## config.mk

```make
export PLATFORM = sky130hd
export DESIGN_NAME = srt_cell
export DESIGN_NICKNAME = d
export VERILOG_FILES = /design/src/rtl/core/srt_pkg.sv /design/src/rtl/core/srt_cell.sv
export SDC_FILE = /design/constraint.sdc
export NUM_CORES = 1
export LEC_CHECK = 0
export BUFFER_PORTS_ARGS = -buffer_cell sky130_fd_sc_hd__buf_2
export CAP_MARGIN = 40
export CORE_ASPECT_RATIO = 0.8
export CORE_UTILIZATION = 49
export CTS_CLUSTER_SIZE = 12
export DETAILED_ROUTE_END_ITERATION = 8
export HOLD_SLACK_MARGIN = 0.05
export PLACE_DENSITY = 0.95
export SLEW_MARGIN = 20
export SYNTH_ARGS = -nofsm -noshare
export SYNTH_HDL_FRONTEND = slang
export SYNTH_SLANG_ARGS = --single-unit
```

## constraint.sdc

```tcl
create_clock -name clk -period 7.92 [get_ports clk]
set_input_delay 0.396 -clock clk [delete_from_list [all_inputs] [get_ports clk]]
set_output_delay 0.396 -clock clk [all_outputs]
set_load 0.1 [all_outputs]
```

## src/rtl/core/srt_pkg.sv

```systemverilog
`default_nettype none

package srt_pkg;

	// Number of cells in the sorted chain.
	localparam int unsigned MAX_ENTRIES = 64;

	// Width of the held count; it must reach MAX_ENTRIES itself.
	localparam int unsigned CNT_W = $clog2(MAX_ENTRIES + 1);

	localparam int unsigned VAL_W = 32;
	localparam int unsigned CAP_W = 7;
	localparam int unsigned OUT_CNT_W = 7;

	// Result item: accepted, count, span_valid, shortest_span, longest_span.
	localparam int unsigned OUT_BITS = 1 + OUT_CNT_W + 1 + VAL_W + VAL_W;
	localparam int unsigned OUT_TDATA_W = ((OUT_BITS + 7) / 8) * 8;

	// What one cell reports about the item offered to the chain.
	typedef struct packed {
		logic             after;     // held value sorts at or before the new value
		logic             pos;       // the new value lands in this cell
		logic             has_succ;  // this cell lands the value and holds a value
		logic [VAL_W-1:0] pred;      // left neighbor's value when pos, else zero
		logic [VAL_W-1:0] succ;      // own value when has_succ, else zero
	} cell_out_t;

endpackage

`default_nettype wire

```

## src/rtl/core/srt_cell.sv

```systemverilog
`default_nettype none

module srt_cell (
	input  wire                           clk,
	input  wire                           load,        // an item is being inserted
	input  wire                           valid,       // this cell holds a value
	input  wire  [srt_pkg::VAL_W-1:0]     ins_value,
	input  wire                           left_after,
	input  wire  [srt_pkg::VAL_W-1:0]     left_value,
	output logic [srt_pkg::VAL_W-1:0]     value_q,
	output srt_pkg::cell_out_t            status
);

	logic after;
	logic pos;

	// A held value that is less than or equal to the new one stays put.
	assign after = valid && ($signed(value_q) <= $signed(ins_value));
	assign pos   = !after && left_after;

	always_comb begin
		status.after    = after;
		status.pos      = pos;
		status.has_succ = pos && valid;
		status.pred     = pos ? left_value : '0;
		status.succ     = (pos && valid) ? value_q : '0;
	end

	// Cells at or right of the landing cell shift one place to the right.
	always_ff @(posedge clk) begin
		if (load && !after) begin
			value_q <= left_after ? ins_value : left_value;
		end
	end

endmodule

`default_nettype wire

```

==> metrics.md, run 1 <==
| Metric | Value |
|---|---|
| R2r worst-path depth | `9` |
| Clock Latency Late Sink | `280 ps` |
| Mean Syn Cell Area | `10.9 um2` |
| Worst path arrival time | `3430 ps` |
| Hold Crit Depth | `2` |
| Commonest non-fill, non-tap cell in the layout | `buf_2` |
| Cell area after synthesis | `3050 um2` |
| Die ar. | `6550 um2` |
| Vias per cell | `5.27` |
| Iter 0 DRT Violations | `113` |
| Number of max-cap violations | `0` |
| Clock sink count | `32` |
| Worst path required time | `7520 ps` |
| Worst clock skew | `5.94 ps` |
| Worst slew margin | `44.2%` |
| Post-synthesis sequential area ratio | `31.5%` |
| Flop2flop setup slack | `4580 ps` |
| Buf/Inv on CP | `2` |
| CP cell instances | `ha_1 -> a21oi_1 -> o21ai_0 -> a221oi_1 -> nand3_1 -> a2111oi_4 -> buf_4 -> nand3b_1 -> buf_2` |
| Starting Density | `51.1%` |
| Hold Path End | `value_q[31]` |
| Count of cells resized by post-cts repair | `0` |
| RSZ-0062 raised after global routing | `no` |
| Global Route Usage Sum | `24.5%` |
| Worst-Margin Slew | `837 ps` |
| Drc violations | `0` |
| Critical Path Fanout Max | `35` |
| Period utilization | `48.3%` |
| Peak supply drop | `112 uV` |
| First-pass GRT wire length | `12600 um` |
| Top cell family by delay on the critical path | `compound AO/OA/AOI/OAI gates` |
| # Post-CTS Setup Buffers | `0` |
| Critical path startpoint | `value_q[23]` |
| Final net count | `540` |
| Num CTS Buffers | `5` |
| Minimum clock period | `3820 ps` |
| Endpoints failing hold | `0` |
| Hold wc startpoint | `left_value[31]` |
| P&R area growth vs syn | `30.8%` |
| PortBufs | `166` |
| Setup TNS Final | `0 ps` |
| Crit-path slowest cell | `buf_4` |
| DP Cell Count | `513` |
| Startpoint types | `flop` |
| Antenna Nets Post-Route | `0` |
| Area of the core | `5970 um2` |
| Initial antenna violation count | `0` |
| Lkg Pwr | `0.00195 uW` |
| Mean routed wirelength per cell | `15.9 um` |
| Ports | `167` |
| Reg-to-Reg Start | `value_q[23]` |
| Reg clk slew, reported paths | `70 ps` |
| Layout cells sized above 1 | `55.3%` |
| Wirelength, routed | `8290 um` |
| Die Width | `90.3 um` |
| CTS Root Cell | `clkbuf_8` |
| Largest regs | `value_q: 32 flops` |
| DR pass1 iterations | `4` |
| Die H | `72.6 um` |
| Status | `complete, no violations` |
| Synthesized instance count | `279` |
| Vias in the first global route | `2639` |
| Count of final max-slew check failures | `0` |
| CP Capture Type | `primary output` |
| Crit-path max cell delay | `520 ps` |
| Grt ovf | `0` |
| Hold Crit Class | `input port to flop` |
| Final hold slack | `424 ps` |
| # rows | `25` |
| Yosys reg bits | `32` |
| CTS tree | `yes` |
| Fmax | `262 MHz` |
| HPWL Detailed | `6390 um` |
| Non-Filler Instances | `522` |
| CTS Hold Bufs | `0` |
| Final Setup Violations | `0` |
| Synth Net Count | `379` |
| Total power | `844 uW` |
| Biggest register | `value_q` |
| Largest net degree at the start of global routing | `36` |
| Bufs on Longest Clock Path | `2` |
| # fillers | `494` |
| CP Class | `flop to primary output` |
| Netlist cell types | `34` |
| DR vias | `2753` |
| H-tree depth | `2` |
| Synth warn | `0` |
| Max reg flops | `32` |
| Diodes inserted | `0` |
| Reg2reg end | `value_q[21]` |
| Most frequent cells in the layout | `buf_2 (166), inv_1 (36), nor3b_1 (35)` |
| PD cells | `211 nW/um2` |
| Routability cong. | `0.802` |
## worst max-delay path by stage
stage / slack [ps] / depth (start not counted) / end
after floorplan: 2790 / 8 / status[10]
after global placement: 4280 / 11 / status[47]
after detailed placement: 4120 / 11 / status[41]
after CTS: 3900 / 9 / status[41]
after global routing: 3780 / 9 / status[66]
final: 4100 / 9 / status[66]
## routing by layer
| metal | share of wire, % | track usage, % | wire length (um) |
|---|---|---|---|
| met1 | 43 | 29.6 | 3550 |
| met2 | 52 | 45.6 | 4300 |
| met3 | 4.5 | 4.17 | 376 |
| met4 | 0.74 | 6.63 | 61 |
| met5 | 0 | 0 | 0 |
## Yosys cell counts (all sizes together)
cell type,number,area share [%]
o221ai,1,0.29
nand3,5,0.82
o2111ai,1,0.49
a221oi,2,0.57
a2111oi,1,0.90
nand2,10,1.2
o21ai,5,0.82
clkbuf,1,0.12
nand4,8,2.1
nor4,2,0.90
a21oi,14,2.3
nand2b,1,0.21
inv,36,4.4
nor2,3,0.37
nor3b,64,20
mux2,32,12
nand3b,1,0.25
and4,1,0.29
o311ai,1,0.86
a211oi,1,0.41
and3,1,0.21
edfxtp,32,31
or3,2,0.41
nor3,3,0.49
ha,32,13
buf,17,4.1
o21a,1,0.25
and4b,1,0.33
## cell families after synthesis
group	Yosys count	synth area share [%]
AO/OA/AOI/OAI	27	6.89
adder cells (fa/ha/maj)	32	13.1
buffers and inverters	54	8.61
flip-flops	32	31.5
multiplexers	32	11.8
AND/OR/NAND/NOR	102	28.1
## power by group
part	internal (uW)	leakage (uW)	switching, uW
Clock	61.2	0.0000399	59.7
Sequential	209	0.000307	11.3
Combinational	97.9	0.00161	405
Total	368	0.00195	476
## per-stage QoR
step | setup WS [ps] | util (%) | area, um2
floorplan | 2790 | - | 3050
global placement | 4280 | 65.3 | 3900
detailed placement | 4120 | 65.3 | 3900
CTS | 3900 | 66.7 | 3980
global route | 3780 | 66.8 | 3990
finish | 4100 | 66.8 | 3990
## final cells by class
cell class                 count  area [um2]  share of cell area, %
inverter                      36         135                   3.38
clock inverter                 1        3.75                 0.0940
tap                           81         101                   2.54
sequential                    32         961                   24.1
multi-input combinational    193        1840                   46.0
timing repair buffer         172         880                   22.0
clock buffer                   7        76.3                   1.91
No activity file was read; power rests on OpenSTA's default activity.
==> run 2, diff against run 1 <==
- CORE_UTILIZATION: 49 -> 46
- PLACE_DENSITY: 0.95 -> 0.92
- clock period: 7.92 -> 4 ns (I/O delays scaled with it)
==> run 2 against run 1 <==
  * Critical endpoint is now status[17]
  * Critical path depth did not move
  * Non-clock buffer count rose by 3
  * Clock-buffer cell count did not move
  * Sequential power rose by 98%
  * Core utilization fell by 3.7 points
  * Setup slack got worse by 3800 ps
  * Sequential cell count did not move
  * Via count rose by 2.3%
  * Worst hold slack got worse by 190 ps
  * Total power rose by 100%
  * Register-to-register slack got worse by 3800 ps
==> metrics.md, run 2 (synthesis gave the netlist of run 1 again) <==
| Metric | Value |
|---|---|
| CTS Root Cell | `clkbuf_8` |
| Minimum clock period | `3700 ps` |
| Iter 0 DRT Violations | `93` |
| Sw power | `949 uW` |
| Met2 usage | `44.9%` |
| Flop2flop setup slack | `760 ps` |
| Total power | `1680 uW` |
| Clock sink count | `32` |
| HPWL Detailed | `6710 um` |
| Biggest register | `value_q` |
| Bufs on Longest Clock Path | `2` |
| Worst-Margin Slew | `828 ps` |
| Grt met3 use | `3.74%` |
| Period utilization | `92.6%` |
| Worst path required time | `3800 ps` |
| DR vias | `2816` |
| Drc violations | `0` |
| Count of cells resized by post-cts repair | `0` |
| Final hold slack | `230 ps` |
| Most frequent cells in the layout | `buf_2 (166), inv_1 (36), nor3b_2 (33)` |
| Endpoints failing hold | `0` |
| Worst slew margin | `44.8%` |
| Sw Share | `56.3%` |
| Peak supply drop | `217 uV` |
| Vias in the first global route | `2741` |
| Routability cong. | `0.817` |
| Ports | `167` |
| # rows | `26` |
| Worst path arrival time | `3500 ps` |
| Antenna Nets Post-Route | `0` |
| CP cell instances | `ha_1 -> a21oi_1 -> o21ai_0 -> a221oi_1 -> and3_1 -> o2111ai_2 -> buf_4 -> nor3b_1 -> buf_2` |
| First-pass GRT wire length | `12800 um` |
| Die H | `74.9 um` |
| Area of the core | `6410 um2` |
| P&R area growth vs syn | `32.7%` |
| Global Route Usage Sum | `23.7%` |
| Hold Crit Depth | `2` |
| Layout Utilization | `63.2%` |
| Largest net degree at the start of global routing | `20` |
| Crit-path slowest cell | `buf_2` |
| Max reg flops | `32` |
| CTS Hold Bufs | `0` |
| Number of max-cap violations | `0` |
| Flop pwr share | `25.9%` |
| DP Cell Count | `520` |
| Wirelength, routed | `8410 um` |
| Combinational share of power | `59.7%` |
| PortBufs | `166` |
| Largest regs | `value_q: 32 flops` |
| Crit path depth | `9` |
| R2r worst-path depth | `8` |
| Startpoint types | `flop` |
| # Post-CTS Setup Buffers | `0` |
| Buf/Inv on CP | `2` |
| GR peak layer | `met2` |
| Lkg Pwr | `0.00198 uW` |
| Reg clk slew, reported paths | `70 ps` |
| CTS tree | `yes` |
| Starting Density | `47.6%` |
| Hold Path End | `value_q[22]` |
| Hold Crit Class | `input port to flop` |
| Layout cells sized above 1 | `56.8%` |
| RSZ-0062 raised after global routing | `no` |
| PD cells | `416 nW/um2` |
| Final Setup Violations | `0` |
| Status | `complete, no violations` |
| Mean routed wirelength per cell | `15.9 um` |
| Fmax | `270 MHz` |
| Met1 Track Usage GR | `28.0%` |
| Reg2reg end | `value_q[28]` |
| Initial antenna violation count | `0` |
| Vias per cell | `5.33` |
| Clock Power Share | `14.4%` |
| P_int | `736 uW` |
| Worst clock skew | `5.39 ps` |
| DR pass1 iterations | `4` |
| Clock Latency Late Sink | `280 ps` |
| CP Capture Type | `primary output` |
| Non-Filler Instances | `528` |
| Diodes inserted | `0` |
| Final net count | `543` |
| Hold wc startpoint | `left_value[22]` |
| Top cell family by delay on the critical path | `compound AO/OA/AOI/OAI gates` |
| Critical Path Fanout Max | `17` |
| Grt ovf | `0` |
| Die ar. | `6970 um2` |
| Num CTS Buffers | `5` |
| Count of final max-slew check failures | `0` |
| Die Width | `93.1 um` |
| Reg-to-Reg Start | `value_q[31]` |
| H-tree depth | `2` |
| Crit-path max cell delay | `460 ps` |
| CP Class | `flop to primary output` |
| Commonest non-fill, non-tap cell in the layout | `buf_2` |
[run 2: cell types whose count changed in the layout (fill, tap and decap cells not counted)]
cell,change
nor3b_2,+4
buf_6,-1
buf_12,+1
nor3b_1,-4
buf_4,+3
and4b_1,-1
and4b_2,+1
[run 2: stage by stage]
stage	worst slack, ps	setup TNS [ps]	instance area [um2]
floorplan	-936	-29280	3070
global placement	813	0	3970
detailed placement	647	0	3970
CTS	312	0	4050
global route	61.7	0	4050
finish	297	0	4050
[run 2: final cells by class]
| type | count | area, um2 |
|---|---|---|
| multi-input cells | 193 | 1860 |
| fillers | 512 | 2360 |
| inverters | 36 | 135 |
| repair buffers | 175 | 911 |
| clock buffers | 7 | 76.3 |
| well taps | 84 | 105 |
| clock inverters | 1 | 3.75 |
| flip-flops and latches | 32 | 961 |
[run 2: metal layers]
layer	routed length [um]	share of wire [%]	up-vias
met2	4220	50	112
li1	-	-	1361
met1	3630	43	1331
met3	431	5.1	12
met5	0	0	-
met4	132	1.6	0
[run 2: power groups by stage]
stage,logic (uW),registers [uW],clock network (uW)
finish,1010,436,242
global route,1050,440,259
global placement,989,441,0
CTS,1010,436,248
detailed placement,1010,443,0
floorplan,615,656,0
[run 2: worst max-delay path by stage]
stage,from,to,slack [ps]
4_1_cts,value_q[21],status[17],310
2_1_floorplan,value_q[30],status[10],-940
3_5_place_dp,value_q[23],status[17],650
6_report,value_q[23],status[17],300
5_1_grt,value_q[21],status[26],60
3_3_place_gp,value_q[31],status[21],810
==> run 3, diff against run 2 <==
- ABC_AREA: default -> 1
- CORE_UTILIZATION: 46 -> 45
- SLEW_MARGIN: 20 -> 15
==> run 3 against run 2 <==
  * Die area fell by 4.7%
  * Worst hold slack worse by 19 ps
  * Final area fell by 6.3%
  * Clock skew increased by 2.5 ps
  * Setup slack better by 280 ps
  * Final cell count is 20% higher
  * Critical path depth up 4
  * Clock-buffer cell count down 2
  * Largest cell class unchanged
==> metrics.md, run 3 <==
| Metric | Value |
|---|---|
| Hold Crit Depth | `3` |
| Yosys reg bits | `32` |
| Worst clock skew | `7.86 ps` |
| Max reg flops | `32` |
| Grt ovf | `0` |
| Number of max-cap violations | `0` |
| Largest net degree at the start of global routing | `67` |
| Cell with the most instances after synthesis | `inv_1` |
| Count of final max-slew check failures | `0` |
| Vias in the first global route | `2682` |
| Final net count | `653` |
| # rows | `25` |
| Top-area cell type share of the netlist area | `33.8%` |
| Bufs on Longest Clock Path | `2` |
| Flop2flop setup slack | `1210 ps` |
| Reg clk slew, reported paths | `70 ps` |
| Minimum clock period | `3420 ps` |
| Cell area after synthesis | `2840 um2` |
| Global Route Usage Sum | `21.5%` |
| Synth Net Count | `492` |
| Initial antenna violation count | `0` |
| Diodes inserted | `0` |
| CP Class | `flop to primary output` |
| Crit-path most repeated cell | `nand2_1` |
| R2r worst-path depth | `12` |
| CP cell instances | `ha_1 -> nand2_1 -> nor2_1 -> nand2_1 -> nor2_2 -> nand2_1 -> nand2_1 -> nand2_1 -> nand2_2 -> nand4_4 -> buf_4 -> nor2_1 -> buf_2` |
| Commonest cells in the netlist | `inv_1 (107), nand2_1 (69), nor2_1 (44)` |
| Hold Crit Class | `input port to flop` |
| Status | `complete, no violations` |
| Buf/Inv on CP | `2` |
| PD cells | `409 nW/um2` |
| Ports | `167` |
| Startpoint types | `flop` |
| RSZ-0062 raised after global routing | `no` |
| PortBufs | `166` |
| Reg2reg end | `value_q[21]` |
| Clock Latency Late Sink | `280 ps` |
| Mean Syn Cell Area | `7.26 um2` |
| Area of the core | `6010 um2` |
| CP Capture Type | `primary output` |
| Iter 0 DRT Violations | `85` |
| Drc violations | `0` |
| Hold Path End | `value_q[7]` |
| Count of cells resized by post-cts repair | `0` |
| Total power | `1550 uW` |
| Endpoints failing hold | `0` |
| Peak supply drop | `250 uV` |
| Crit-path slowest cell | `edfxtp_1` |
| Mean routed wirelength per cell | `11.5 um` |
| Layout Utilization | `63.2%` |
| Critical Path Fanout Max | `19` |
| Layout cells sized above 1 | `38.1%` |
| Largest area contributor in the netlist | `edfxtp_1` |
| Wirelength, routed | `7280 um` |
| Final Setup Violations | `0` |
| DR vias | `2880` |
| Setup TNS Final | `0 ps` |
| Period utilization | `85.6%` |
| Lkg Pwr | `0.00235 uW` |
| Post-synth ARST share | `0%` |
| Synthesized instance count | `392` |
| Worst path required time | `3800 ps` |
| Die H | `73.1 um` |
| DR pass1 iterations | `5` |
| Hold wc startpoint | `ins_value[7]` |
| Starting Density | `47.4%` |
| Biggest register | `value_q` |
| P&R area growth vs syn | `33.5%` |
| Dominant cells by area after synthesis | `edfxtp_1 (34%), inv_1 (14%), ha_1 (14%)` |
| CTS Root Cell | `clkbuf_8` |
| First-pass GRT wire length | `11300 um` |
| Commonest non-fill, non-tap cell in the layout | `buf_2` |
| Antenna Nets Post-Route | `0` |
| Worst slew margin | `59.4%` |
| Largest regs | `value_q: 32 flops` |
| Fmax | `292 MHz` |
| Synth warn | `0` |
| Clock sink count | `32` |
| Routability cong. | `0.776` |
| Post-synthesis sequential area ratio | `33.8%` |
| Crit-path max cell delay | `430 ps` |
| Most frequent cells in the layout | `buf_2 (166), inv_1 (107), nand2_1 (69), nor2_1 (43), o21ai_0 (34)` |
| Worst-Margin Slew | `609 ps` |
| CTS tree | `yes` |
| Num CTS Buffers | `5` |
| HPWL Detailed | `5940 um` |
| Die Width | `90.9 um` |
| Synth Flop Type | `edfxtp_1` |
| Top cell family by delay on the critical path | `simple AND/OR/NAND/NOR gates` |
| Netlist cell types | `20` |
| EDFF count, synth | `32` |
| # Post-CTS Setup Buffers | `0` |
| CTS Hold Bufs | `0` |
| Die ar. | `6640 um2` |
| Vias per cell | `4.54` |
| Reg-to-Reg Start | `value_q[31]` |
| H-tree depth | `2` |
| Worst path arrival time | `3220 ps` |
run 3: through the flow:
| step | setup WS (ps) | cells | cell area, um2 | hold slack (ps) |
|---|---|---|---|---|
| 2_1_floorplan | 27.8 | 392 | 2840 | 387 |
| 3_3_place_gp | 925 | 626 | 3690 | 493 |
| 3_5_place_dp | 842 | 627 | 3710 | 499 |
| 4_1_cts | 527 | 635 | 3800 | 202 |
| 5_1_grt | 272 | 635 | 3800 | 215 |
| 6_report | 577 | 635 | 3800 | 211 |
run 3: tightest hold or removal path, delay by kind of cell:
kind	cells	cell delay, ps
simple gates	1	40
buf+inv	1	90
compound gates	1	60
run 3: how the worst max path moves through the flow:
stage | start | to | cells past startpoint
floorplan | value_q[31] | value_q[0] | 11
global placement | value_q[31] | status[0] | 13
detailed placement | value_q[31] | status[26] | 13
CTS | value_q[31] | status[1] | 13
global route | value_q[31] | status[31] | 13
finish | value_q[31] | status[1] | 13
run 3: logic make-up (layout without fill, tap and decap cells):
| logic type | after synthesis | in the layout | synth area share (%) |
|---|---|---|---|
| simple gates | 155 | 155 | 24.8 |
| buf+inv | 122 | 284 | 18.1 |
| compound gates | 51 | 51 | 9.24 |
| fa+ha+maj | 32 | 32 | 14.1 |
| flops | 32 | 32 | 33.8 |
run 3: final cells by class:
class / count / area, um2
Tap cell: 81 / 101
Clock inverter: 3 / 13.8
Inverter: 107 / 402
Clock buffer: 5 / 68.8
Timing Repair Buffer: 169 / 873
Sequential cell: 32 / 961
Fill cell: 542 / 2210
Multi-Input combinational cell: 238 / 1380
run 3: report_power, final:
group / switching [uW] / internal, uW / leakage, uW
Clock: 117 / 118 / 0.0000453
Sequential: 23.0 / 411 / 0.000311
Combinational: 730 / 152 / 0.00199
run 3: per-layer routing:
| metal | vias up | global-route usage (%) | part of all wire, % |
|---|---|---|---|
| met5 | - | 0 | 0 |
| met4 | 0 | 5.47 | 0.81 |
| met3 | 6 | 4.27 | 5.8 |
| met2 | 111 | 42.7 | 52 |
| met1 | 1251 | 23.6 | 42 |
| li1 | 1512 | - | - |
